[src/design/pidpc_pkg.sv]
// shared types, constants and register codes for the three-ram position controller
`timescale 1ns / 1ps
`default_nettype none

package pidpc_pkg;

  localparam int NUM_RAMS  = 3;
  localparam int RAM_IDX_W = (NUM_RAMS > 1) ? $clog2(NUM_RAMS) : 1;
  localparam int DRIVE_MAX = 255;

  localparam int POS_FULL = 25600;
  localparam int RAW_FULL = 32767;

  localparam int RAW_W   = 16;
  localparam int SP_W    = 15;
  localparam int GAIN_W  = 16;
  localparam int POS_W   = 16;
  localparam int DRIVE_W = 8;
  localparam int ERR_W   = 18;
  localparam int INTEG_W = 16;
  localparam int PROD_W  = ERR_W + GAIN_W + 1;
  localparam int ACC_W   = PROD_W + 1;

  localparam int ADDR_W  = 5;
  localparam int DATA_W  = 32;
  localparam int REG_W   = 3;

  localparam logic [REG_W-1:0] REG_SP_CENTER  = REG_W'(0);
  localparam logic [REG_W-1:0] REG_SP_LEFT    = REG_W'(1);
  localparam logic [REG_W-1:0] REG_SP_RIGHT   = REG_W'(2);
  localparam logic [REG_W-1:0] REG_GAIN_PROP  = REG_W'(NUM_RAMS);
  localparam logic [REG_W-1:0] REG_GAIN_INTEG = REG_W'(NUM_RAMS + 1);
  localparam logic [REG_W-1:0] REG_GAIN_DERIV = REG_W'(NUM_RAMS + 2);

  typedef enum logic [3:0] {
    ST_IDLE,
    ST_MAG,
    ST_POS,
    ST_ERR,
    ST_INT,
    ST_MP,
    ST_MI,
    ST_MD,
    ST_SUM,
    ST_DRV,
    ST_DONE
  } state_t;

  typedef struct packed {
    logic   load;
    state_t state;
  } lane_ctl_t;

  typedef struct packed {
    logic [GAIN_W-1:0] prop;
    logic [GAIN_W-1:0] integ;
    logic [GAIN_W-1:0] deriv;
  } gains_t;

  typedef logic [NUM_RAMS-1:0][SP_W-1:0] sp_arr_t;

endpackage

`default_nettype wire

[src/design/pidpc_regs.sv]
// configuration register file with setpoint clamping and read back
`timescale 1ns / 1ps
`default_nettype none

module pidpc_regs
  import pidpc_pkg::*;
(
  input  wire logic              clk,
  input  wire logic              rst,
  input  wire logic              psel,
  input  wire logic              penable,
  input  wire logic              pwrite,
  input  wire logic [ADDR_W-1:0] paddr,
  input  wire logic [DATA_W-1:0] pwdata,
  output logic      [DATA_W-1:0] prdata,
  output logic                   pready,
  output sp_arr_t                sp,
  output gains_t                 gains
);

  logic [REG_W-1:0] idx;
  logic             wr;
  logic [SP_W-1:0]  sp_wr;

  assign idx    = paddr[ADDR_W-1:2];
  assign wr     = psel && penable && pwrite;
  assign pready = 1'b1;
  assign sp_wr  = (pwdata[SP_W-1:0] > SP_W'(POS_FULL)) ? SP_W'(POS_FULL) : pwdata[SP_W-1:0];

  always_ff @(posedge clk) begin
    if (rst) begin
      sp    <= '0;
      gains <= '0;
    end else if (wr) begin
      unique case (idx)
        REG_SP_CENTER, REG_SP_LEFT, REG_SP_RIGHT: sp[idx[RAM_IDX_W-1:0]] <= sp_wr;
        REG_GAIN_PROP:  gains.prop  <= pwdata[GAIN_W-1:0];
        REG_GAIN_INTEG: gains.integ <= pwdata[GAIN_W-1:0];
        REG_GAIN_DERIV: gains.deriv <= pwdata[GAIN_W-1:0];
        default: ;
      endcase
    end
  end

  always_comb begin
    unique case (idx)
      REG_SP_CENTER, REG_SP_LEFT, REG_SP_RIGHT:
        prdata = DATA_W'(sp[idx[RAM_IDX_W-1:0]]);
      REG_GAIN_PROP:  prdata = DATA_W'(gains.prop);
      REG_GAIN_INTEG: prdata = DATA_W'(gains.integ);
      REG_GAIN_DERIV: prdata = DATA_W'(gains.deriv);
      default:        prdata = '0;
    endcase
  end

endmodule

`default_nettype wire

[src/design/pidpc_lane.sv]
// one ram: position scaling, error, clamped integral, derivative and pid drive
`timescale 1ns / 1ps
`default_nettype none

module pidpc_lane
  import pidpc_pkg::*;
(
  input  wire logic                    clk,
  input  wire logic                    rst,
  input  wire lane_ctl_t               ctl,
  input  wire gains_t                  gains,
  input  wire logic        [SP_W-1:0]  setpoint,
  input  wire logic signed [RAW_W-1:0] raw_in,
  output logic signed      [POS_W-1:0] pos,
  output logic             [DRIVE_W-1:0] drive
);

  localparam int N_W = 30;
  localparam int Q_W = 15;
  localparam int HI_W = ACC_W - 16;
  localparam logic [N_W-1:0] POS_SCALE = N_W'(POS_FULL);
  localparam logic [Q_W:0]   RAW_DIV   = (Q_W + 1)'(RAW_FULL);

  logic signed [RAW_W-1:0]   raw;
  logic        [RAW_W-1:0]   mag;
  logic        [N_W-1:0]     n;
  logic                      neg;
  logic        [Q_W:0]       qsum;
  logic        [Q_W-1:0]     q;
  logic signed [ERR_W-1:0]   err;
  logic signed [ERR_W-1:0]   last_error;
  logic signed [ERR_W-1:0]   deriv;
  logic signed [INTEG_W-1:0] integral_sum;
  logic signed [ERR_W:0]     integ_raw;
  logic signed [INTEG_W-1:0] integ_sat;
  logic signed [ERR_W:0]     deriv_raw;
  logic signed [ERR_W-1:0]   mul_a;
  logic signed [GAIN_W:0]    mul_b;
  logic signed [PROD_W-1:0]  prod;
  logic signed [ACC_W-1:0]   acc;
  logic        [HI_W-1:0]    acc_hi;
  logic        [DRIVE_W-1:0] drive_sat;

  // n / 32767 as hi + (hi + lo) / 32767, the second term is 0 or 1
  assign mag  = raw[RAW_W-1] ? RAW_W'(-raw) : raw;
  assign qsum = {1'b0, n[N_W-1:Q_W]} + {1'b0, n[Q_W-1:0]};
  assign q    = n[N_W-1:Q_W] + Q_W'(qsum >= RAW_DIV);

  assign integ_raw = (ERR_W + 1)'(integral_sum) + (ERR_W + 1)'(err);
  assign integ_sat = (integ_raw > (ERR_W + 1)'(POS_FULL))  ? INTEG_W'(POS_FULL) :
                     (integ_raw < -(ERR_W + 1)'(POS_FULL)) ? -INTEG_W'(POS_FULL) :
                     INTEG_W'(integ_raw);
  assign deriv_raw = (ERR_W + 1)'(err) - (ERR_W + 1)'(last_error);

  assign acc_hi    = acc[ACC_W-1:16];
  assign drive_sat = acc[ACC_W-1] ? '0 :
                     (acc_hi > HI_W'(DRIVE_MAX)) ? DRIVE_W'(DRIVE_MAX) : DRIVE_W'(acc_hi);

  always_comb begin
    case (ctl.state)
      ST_MP: begin
        mul_a = err;
        mul_b = signed'({1'b0, gains.prop});
      end
      ST_MI: begin
        mul_a = ERR_W'(integral_sum);
        mul_b = signed'({1'b0, gains.integ});
      end
      default: begin
        mul_a = deriv;
        mul_b = signed'({1'b0, gains.deriv});
      end
    endcase
  end

  always_ff @(posedge clk) begin
    if (rst) begin
      integral_sum <= '0;
      last_error   <= '0;
    end else if (ctl.state == ST_INT) begin
      integral_sum <= integ_sat;
      last_error   <= err;
    end
  end

  always_ff @(posedge clk) begin
    if (ctl.load) begin
      raw <= raw_in;
    end
    case (ctl.state)
      ST_MAG: begin
        n   <= N_W'(mag) * POS_SCALE;
        neg <= raw[RAW_W-1];
      end
      ST_POS: pos <= neg ? -POS_W'(q) : POS_W'(q);
      ST_ERR: err <= ERR_W'(setpoint) - ERR_W'(pos);
      ST_INT: deriv <= ERR_W'(deriv_raw);
      ST_MP:  prod <= PROD_W'(mul_a) * PROD_W'(mul_b);
      ST_MI: begin
        acc  <= ACC_W'(prod);
        prod <= PROD_W'(mul_a) * PROD_W'(mul_b);
      end
      ST_MD: begin
        acc  <= acc + ACC_W'(prod);
        prod <= PROD_W'(mul_a) * PROD_W'(mul_b);
      end
      ST_SUM: acc <= acc + ACC_W'(prod);
      ST_DRV: drive <= drive_sat;
      default: ;
    endcase
  end

endmodule

`default_nettype wire

[src/design/three_channel_pid_position_control.sv]
// top level: config port, sequencer, per-ram lanes and merged output register
//
//  port group        | dir | beat / access
//  in_valid/in_stall | in  | raw_center, raw_left, raw_right
//  out_valid/out_stall | out | drive_*, pos_*
//  psel..prdata      | cfg | apb-style, setpoints and gains
//
// a beat steps through mag, pos, err, int, mp, mi, md, sum, drv and done before it is
// loaded into the output register, and the next enters only once the sequencer is back
// in idle; the three lanes run in lockstep, each with one multiplier step per gain term
// a finished beat waits in the output register while a new one is taken
// if the output register is still full and stalled when a lane finishes, the lanes hold
// rst is synchronous and clears config, integrators, previous errors and control
`timescale 1ns / 1ps
`default_nettype none

module three_channel_pid_position_control
  import pidpc_pkg::*;
(
  input  wire logic                      clk,
  input  wire logic                      rst,
  input  wire logic                      in_valid,
  output logic                           in_stall,
  input  wire logic signed [RAW_W-1:0]   raw_center,
  input  wire logic signed [RAW_W-1:0]   raw_left,
  input  wire logic signed [RAW_W-1:0]   raw_right,
  output logic                           out_valid,
  input  wire logic                      out_stall,
  output logic             [DRIVE_W-1:0] drive_center,
  output logic             [DRIVE_W-1:0] drive_left,
  output logic             [DRIVE_W-1:0] drive_right,
  output logic signed      [POS_W-1:0]   pos_center,
  output logic signed      [POS_W-1:0]   pos_left,
  output logic signed      [POS_W-1:0]   pos_right,
  input  wire logic                      psel,
  input  wire logic                      penable,
  input  wire logic                      pwrite,
  input  wire logic        [ADDR_W-1:0]  paddr,
  input  wire logic        [DATA_W-1:0]  pwdata,
  output logic             [DATA_W-1:0]  prdata,
  output logic                           pready
);

  state_t    state;
  state_t    state_next;
  lane_ctl_t ctl;
  logic      out_free;
  logic      out_load;
  sp_arr_t   sp;
  gains_t    gains;

  logic [NUM_RAMS-1:0][RAW_W-1:0]   raw_all;
  logic [NUM_RAMS-1:0][POS_W-1:0]   lane_pos;
  logic [NUM_RAMS-1:0][DRIVE_W-1:0] lane_drive;

  pidpc_regs u_regs (
    .clk     (clk),
    .rst     (rst),
    .psel    (psel),
    .penable (penable),
    .pwrite  (pwrite),
    .paddr   (paddr),
    .pwdata  (pwdata),
    .prdata  (prdata),
    .pready  (pready),
    .sp      (sp),
    .gains   (gains)
  );

  assign raw_all = {raw_right, raw_left, raw_center};

  assign in_stall  = (state != ST_IDLE);
  assign out_free  = !out_valid || !out_stall;
  assign out_load  = (state == ST_DONE) && out_free;
  assign ctl.load  = in_valid && !in_stall;
  assign ctl.state = state;

  for (genvar i = 0; i < NUM_RAMS; i++) begin : g_lane
    pidpc_lane u_lane (
      .clk      (clk),
      .rst      (rst),
      .ctl      (ctl),
      .gains    (gains),
      .setpoint (sp[i]),
      .raw_in   (raw_all[i]),
      .pos      (lane_pos[i]),
      .drive    (lane_drive[i])
    );
  end

  always_ff @(posedge clk) begin
    if (rst) begin
      state <= ST_IDLE;
    end else begin
      state <= state_next;
    end
  end

  always_comb begin
    state_next = state;
    unique case (state)
      ST_IDLE: if (in_valid) state_next = ST_MAG;
      ST_MAG:  state_next = ST_POS;
      ST_POS:  state_next = ST_ERR;
      ST_ERR:  state_next = ST_INT;
      ST_INT:  state_next = ST_MP;
      ST_MP:   state_next = ST_MI;
      ST_MI:   state_next = ST_MD;
      ST_MD:   state_next = ST_SUM;
      ST_SUM:  state_next = ST_DRV;
      ST_DRV:  state_next = ST_DONE;
      ST_DONE: if (out_free) state_next = ST_IDLE;
      default: state_next = ST_IDLE;
    endcase
  end

  always_ff @(posedge clk) begin
    if (rst) begin
      out_valid <= 1'b0;
    end else if (out_load) begin
      out_valid <= 1'b1;
    end else if (!out_stall) begin
      out_valid <= 1'b0;
    end
  end

  always_ff @(posedge clk) begin
    if (out_load) begin
      drive_center <= lane_drive[0];
      drive_left   <= lane_drive[1];
      drive_right  <= lane_drive[2];
      pos_center   <= lane_pos[0];
      pos_left     <= lane_pos[1];
      pos_right    <= lane_pos[2];
    end
  end

endmodule

`default_nettype wire

[config.mk]
export PLATFORM = sky130hd
export DESIGN_NAME = three_channel_pid_position_control
export DESIGN_NICKNAME = d
export VERILOG_FILES = /design/src/design/pidpc_pkg.sv /design/src/design/pidpc_regs.sv /design/src/design/pidpc_lane.sv /design/src/design/three_channel_pid_position_control.sv
export SDC_FILE = /design/constraint.sdc
export NUM_CORES = 2
export LEC_CHECK = 0
export ABC_AREA = 1
export BUFFER_PORTS_ARGS = -buffer_cell sky130_fd_sc_hd__buf_4
export CAP_MARGIN = 0
export CORE_UTILIZATION = 65
export CTS_CLUSTER_DIAMETER = 80
export CTS_CLUSTER_SIZE = 25
export DETAILED_ROUTE_END_ITERATION = 10
export GPL_TIMING_DRIVEN = 0
export PLACE_DENSITY = 0.86
export SYNTH_ARGS = -nofsm -noshare
export SYNTH_HDL_FRONTEND = slang
export SYNTH_SLANG_ARGS = --single-unit
[constraint.sdc]
create_clock -name clk -period 11.25 [get_ports clk]
set_input_delay 0.5625 -clock clk [delete_from_list [all_inputs] [get_ports clk]]
set_output_delay 0.5625 -clock clk [all_outputs]
set_load 0.02 [all_outputs]
After elaboration in Yosys (flattened, before gate mapping) --
Index checks and enable logic that the tools add are counted.
Word-level totals: output and inout bits 107, bits of input ports 92, bits in registers 770, logic and storage cells 168
Cells by class: mux-type cells 34, add/subtract/negate cells 24, reductions and logical operators 21, magnitude comparators 15, multipliers 6, eq/ne operators 18
Operators with widths (count):
- case mux 36 bit (2 select lines) | 3
- two-way mux 16 bit | 9
- adder 36 x 35 -> 36 bit | 3
- case mux 18 bit (2 select lines) | 3
- multiplier 18 x 17 -> 35 bit | 3
- two-way mux 15 bit | 6
- case mux 16 bit (4 select lines) | 1
- > comparator 20 x 8 -> 1 bit, second input constant | 3
- multiplier 16 x 5 -> 20 bit, second input constant | 3
- > comparator 19 x 16 -> 1 bit, second input constant | 3
- less-than comparator 19 x 16 -> 1 bit, second input constant | 3
- adder 16 x 17 -> 18 bit | 3
- subtractor 17 x 17 -> 18 bit | 3
- subtractor 16 x 16 -> 17 bit | 3
- adder 15 x 15 -> 16 bit | 3
- >= comparator 16 x 15 -> 1 bit, second input constant | 3
- negator 15 -> 16 bit | 3
- negator 16 bit | 3
- adder 15 x 1 -> 15 bit | 3
- bitwise mux 45 bit | 1
- case mux 4 bit (11 select lines) | 1
- case mux 16 bit (2 select lines) | 1
- binary-select mux 15 bit (select 2 bit) | 1
- demux 15 bit (select 2 bit) | 1
- other kinds (25) | 49

Logic depth before layout (Yosys ltp) --
depth in word-level cells 5, depth in mapped cells 35, depth with buffers taken out 33

Cells and area by module --
A second synthesis with hierarchy kept.
Second synthesis, totals: cell total of the unflattened synthesis 10127, area, all modules 84051.9 um^2
Modules (own cells, without submodules):
- pidpc_lane at g_lane[0].u_lane | sequential area each 5675.4 um^2, cells an instance 3153, times used 1, area an instance 25909.8 um^2
- pidpc_lane at g_lane[1].u_lane | sequential area each 5675.4 um^2, cells an instance 3146, times used 1, area an instance 25788.5 um^2
- pidpc_lane at g_lane[2].u_lane | sequential area each 5675.4 um^2, cells an instance 3141, times used 1, area an instance 25752.2 um^2
- pidpc_regs | sequential area each 1861.8 um^2, cells an instance 570, times used 1, area an instance 4167.7 um^2
- three_channel_pid_position_control | sequential area each 2262.2 um^2, cells an instance 117, times used 1, area an instance 2433.6 um^2

Worst setup path after synthesis --
OpenSTA, ideal clock, no wires.
kind register to register, from register state[0], to register g_lane[1].u_lane.prod[34], data pin, clock period less this slack 6.649 ns, arrival 6.381 ns, stages on the path, launching flop included 29, path buffers 2, setup slack 4.601 ns, data required time 10.981 ns, setup time 0.269 ns, cells stage by stage dfxtp_1 > inv_2 > nor2_1 > inv_2 > nor2_4 > buf_4 > buf_4 > nand2_1 > nand2_1 > o21ai_4 > nor2_1 > inv_1 > fa_1 > fa_1 > inv_1 > fa_1 > fa_1 > fa_1 > inv_1 > fa_1 > inv_1 > ha_1 > nand2_1 > nor4_1 > nand3_1 > nand3_1 > a21oi_1 > o31ai_1 > xor2_1
On the way: word-level cells in the longest chain between the ends 3, elaborated cells between the ends (all ways) 5, those cells by class mul: 1; eq/ne: 2; mux: 2
Ends and longest elaborated chain:
- start: declaration | RTL line three_channel_pid_position_control.sv:44 | state_t state;
- start signal: assignment | RTL line three_channel_pid_position_control.sv:95 | state <= state_next;
- equality test 4 x 3 -> 1 bit | RTL line pidpc_lane.sv:60, pidpc_lane.sv:90
- case mux 18 bit (2 select lines) / case mux 16 bit (2 select lines) (equally long branches) | RTL line pidpc_lane.sv:60 | case (ctl.state)
- multiplier 18 x 17 -> 35 bit * | RTL line pidpc_lane.sv:98, pidpc_lane.sv:101, pidpc_lane.sv:105
- end signal: assignment | RTL line pidpc_lane.sv:98 | ST_MP: prod <= PROD_W'(mul_a) * PROD_W'(mul_b);
- end signal: assignment | RTL line pidpc_lane.sv:101 | prod <= PROD_W'(mul_a) * PROD_W'(mul_b);
- end signal: assignment | RTL line pidpc_lane.sv:105 | prod <= PROD_W'(mul_a) * PROD_W'(mul_b);
- end: declaration | RTL line pidpc_lane.sv:39 | logic signed [PROD_W-1:0] prod;
Every way passes the cells marked *; elsewhere a longest branch is shown, timed or not. A chain may end at the register's enable or synchronous reset.

Worst setup path after layout --
Same ends and word-level chain as after synthesis.

==> impl_metrics.ini <==
[clock_network]
cts_setup_buffers = 0
clockBufferDepth = 3
root_buffer = clkbuf_16
path_clk_slew_ns = 0.10
cts-htree-levels = 2
cts_tree = done
cts_sinks = 770
clock_latency_ns = 0.70
cts_buffers = 45

[finish]
layout_commonest_cell = inv_1
layout_common_cells = inv_1, nand2_1, fa_1, nor2_1, ha_1
fillers = 9932
drive_gt1_share_pct = 6.18
area_growth_syn_to_layout_pct = 6.36
fin_nets = 11600

[floorplan]
num_io_pins = 199
die_height_um = 357
fp.dieW_um = 357
core_um2 = 124000
rows = 129
start_util_pct = 65.8
dieArea_um2 = 127000

[detailed_routing]
drtIter0Drc = 6688
dr.pass1.iters = 6
wl_per_cell_um = 21.4
routed_wirelength_um = 247000
vias = 67800
ant_nets = 0
drt_drc_violations_left = 0
via_per_inst = 5.87

[sta]
hold_viol = 0
fin_crit_ns = 8.66
maxSlewViolCount = 16
max_freq_mhz = 115
hold-worst-slack_ns = 0.0326
setup_tns_ns = 0
skew_ns = 0.0445
tightest_slew_ns = 1.52
post-route-period-util_pct = 77.0
rsz0062_at_grt = no
setup_viol = 0
slew_headroom_pct = -2.08

[critical_path]
reg2reg_depth = 25
reg2reg_slack_ns = 2.59
start_kind = flop
crit_required_ns = 11.66
worstPathMaxFanout = 10
crit_path_end_kind = flop
regToRegStartpoint = state[0]
path_class = flop to flop
r2r-end = g_lane[1].u_lane.prod[34]
arrival_ns = 9.07

[synthesis]
yosys_most_used_dff = edfxtp_1
synth_xor_area_share_pct = 4.42
synth_top_family_by_area = adder cells
synth_fa_ha_area_share_pct = 33.3
synth-edff-count = 573
synth_mux_area_share_pct = 0
yosysWarnings = 0
synth_top_cell_by_area = fa_1
yosys.area.top_type_share_pct = 22.7
synthCells = 9623
netlist_area_um2 = 81800
synth-seq-area-share_pct = 25.9
synth-seq-cells = 770
synth.distinct_cells = 66
syn_avg_cell_area_um2 = 8.50
synth_compound_area_share_pct = 9.72
synthSimpleGateAreaFrac_pct = 16.3
synthTopCellsByArea = fa_1, edfxtp_1, ha_1
async_flop_share_pct = 0

[placed_design]
io_buffers = 162
gp_congestion = 1.06
dp_hpwl_um = 203000

[worst_hold_path]
min_delay_worst_endpoint = g_lane[2].u_lane.raw[10]
hp-start = raw_right[10]
hold_path.class = input port to flop
hold_path_depth = 1

[run]
cap_viol_max_count = 3

[outcome]
failed_checks = max-capacitance violations, max-slew violations
status = finished, violations left

[power]
peakVddDrop_uv = 184
power_density_nw_per_um2 = 96.5
p_leak_uw = 0.0413

[grt]
grt_pass1_wl_um = 380000
grt_use_total_pct = 39.2
gr-total-overflow = 0
grt_pass1_vias = 67800
antenna_found_initial = 3
grt_max_degree = 61
## power breakdown
| group | switching [uW] | total [uW] | leakage (uW) | internal [uW] |
|---|---|---|---|---|
| combinational | 1860 | 2970 | 0.0337 | 1110 |
| sequential | 141 | 3490 | 0.00685 | 3350 |
| clock | 1100 | 1930 | 0.000735 | 830 |
| total | 3100 | 8390 | 0.0413 | 5290 |
## kinds of logic (layout without fill, tap and decap cells)
kind of cell / after synthesis / after routing
fa+ha+maj: 1623 / 1623
xor+xnor: 409 / 409
compound gates: 1422 / 1422
buf+inv: 2160 / 2421
other cells: 2 / 20
flops: 770 / 770
simple gates: 3237 / 3237
## worst max-delay path by stage
stage | from | to | cells past startpoint
6_report | state[0] | g_lane[1].u_lane.prod[34] | 25
5_1_grt | state[0] | g_lane[1].u_lane.prod[34] | 25
4_1_cts | state[0] | g_lane[1].u_lane.prod[34] | 25
3_5_place_dp | state[0] | g_lane[2].u_lane.prod[32] | 27
3_3_place_gp | state[2] | g_lane[1].u_lane.prod[34] | 26
2_1_floorplan | state[0] | g_lane[1].u_lane.prod[34] | 28
## state kept, by name, indices dropped and copies added (netlist names)
register / flops
drive_center: 8
drive_left: 8
drive_right: 8
g_lane.u_lane.acc: 108
g_lane.u_lane.deriv: 54
g_lane.u_lane.drive: 24
g_lane.u_lane.err: 51
g_lane.u_lane.integral_sum: 48
g_lane.u_lane.last_error: 51
g_lane.u_lane.n: 60
g_lane.u_lane.neg: 3
g_lane.u_lane.pos: 48
g_lane.u_lane.prod: 105
g_lane.u_lane.raw: 48
out_valid: 1
pos_center: 16
pos_left: 16
pos_right: 16
state: 4
u_regs.gains: 48
u_regs.sp: 45
## critical path, cell delays in order (launching register included)
cell and delay, ns:
dfxtp_1 0.37, nand2_1 0.17, nand2_1 0.13, nor2_4 0.18
buf_1 0.66, o21ai_1 0.49, inv_2 0.34, buf_2 0.43
nand2_1 0.14, fa_1 0.67, fa_1 0.45, inv_1 0.31
fa_1 0.51, fa_1 0.50, fa_1 0.49, inv_1 0.05
fa_1 0.47, inv_1 0.04, ha_1 0.35, nand2_1 0.14
nor4_1 0.57, nand3_1 0.17, nand3_1 0.18, a21oi_1 0.16
o31ai_1 0.27, xor2_1 0.10
## what timing repair did
item,in CTS,in global routing
endpoints found under the hold margin,3,0
hold buffers,3,0
gates resized for setup,0,0
## synth_stat cells, types with 5 or more instances
cell type,n
fa_1,927
a21oi_2,18
inv_1,1851
nor2_4,9
nand2_1,1840
a21oi_1,613
ha_1,696
o21ai_0,425
or2_0,5
nand3_2,19
edfxtp_1,573
xor2_1,258
nand2_2,21
buf_6,8
buf_2,122
nor2_1,820
nor2_2,16
nand3b_1,18
or2_2,32
a21boi_0,19
buf_4,26
o21ai_2,18
o21a_1,15
inv_2,48
nand3_1,278
o2111ai_1,5
nor4_1,32
dfxtp_1,197
buf_1,10
nand4_1,78
a21o_1,27
a31oi_1,55
o31ai_1,21
a211oi_1,7
xnor2_1,147
a21boi_1,15
clkinv_1,6
o211ai_1,26
clkbuf_1,88
o21bai_1,35
o221ai_1,13
a22oi_1,12
nor3_1,52
o21ai_1,78
## final cells by class
cell class | count | area [um^2] | area share, %
Inverter | 1905 | 7150 | 8.22
Tap cell | 1637 | 2050 | 2.36
Clock inverter | 26 | 313 | 0.360
Clock buffer | 57 | 1190 | 1.37
Timing Repair Buffer | 178 | 1520 | 1.75
Sequential cell | 770 | 21200 | 24.3
Antenna cell | 3 | 7.51 | 0.00863
Multi-Input combinational cell | 6708 | 52300 | 60.1
Buffer | 255 | 1280 | 1.47
## routing by layer
metal / up-vias / GRT usage, % / routed length [um]
li1: 30900 / - / -
met1: 32500 / 48.8 / 92800
met2: 3505 / 64.0 / 113000
met3: 862 / 7.52 / 23300
met4: 6 / 22.5 / 17600
met5: - / 0 / 35
## metrics by stage
step / setup slack (ns) / instance area [um^2] / util (%) / total power [uW] / std cells
5_1_grt: 2.30 / 87000 / 70.0 / 8860 / 11500
3_5_place_dp: 2.81 / 85400 / 68.7 / 6450 / 11500
4_1_cts: 2.73 / 87000 / 70.0 / 8370 / 11500
2_1_floorplan: 4.60 / 81800 / - / 5670 / 9638
3_3_place_gp: 2.93 / 85100 / 68.5 / 6310 / 11400
6_report: 2.59 / 87000 / 70.0 / 8390 / 11500
No activity file was read; power rests on OpenSTA's default activity.
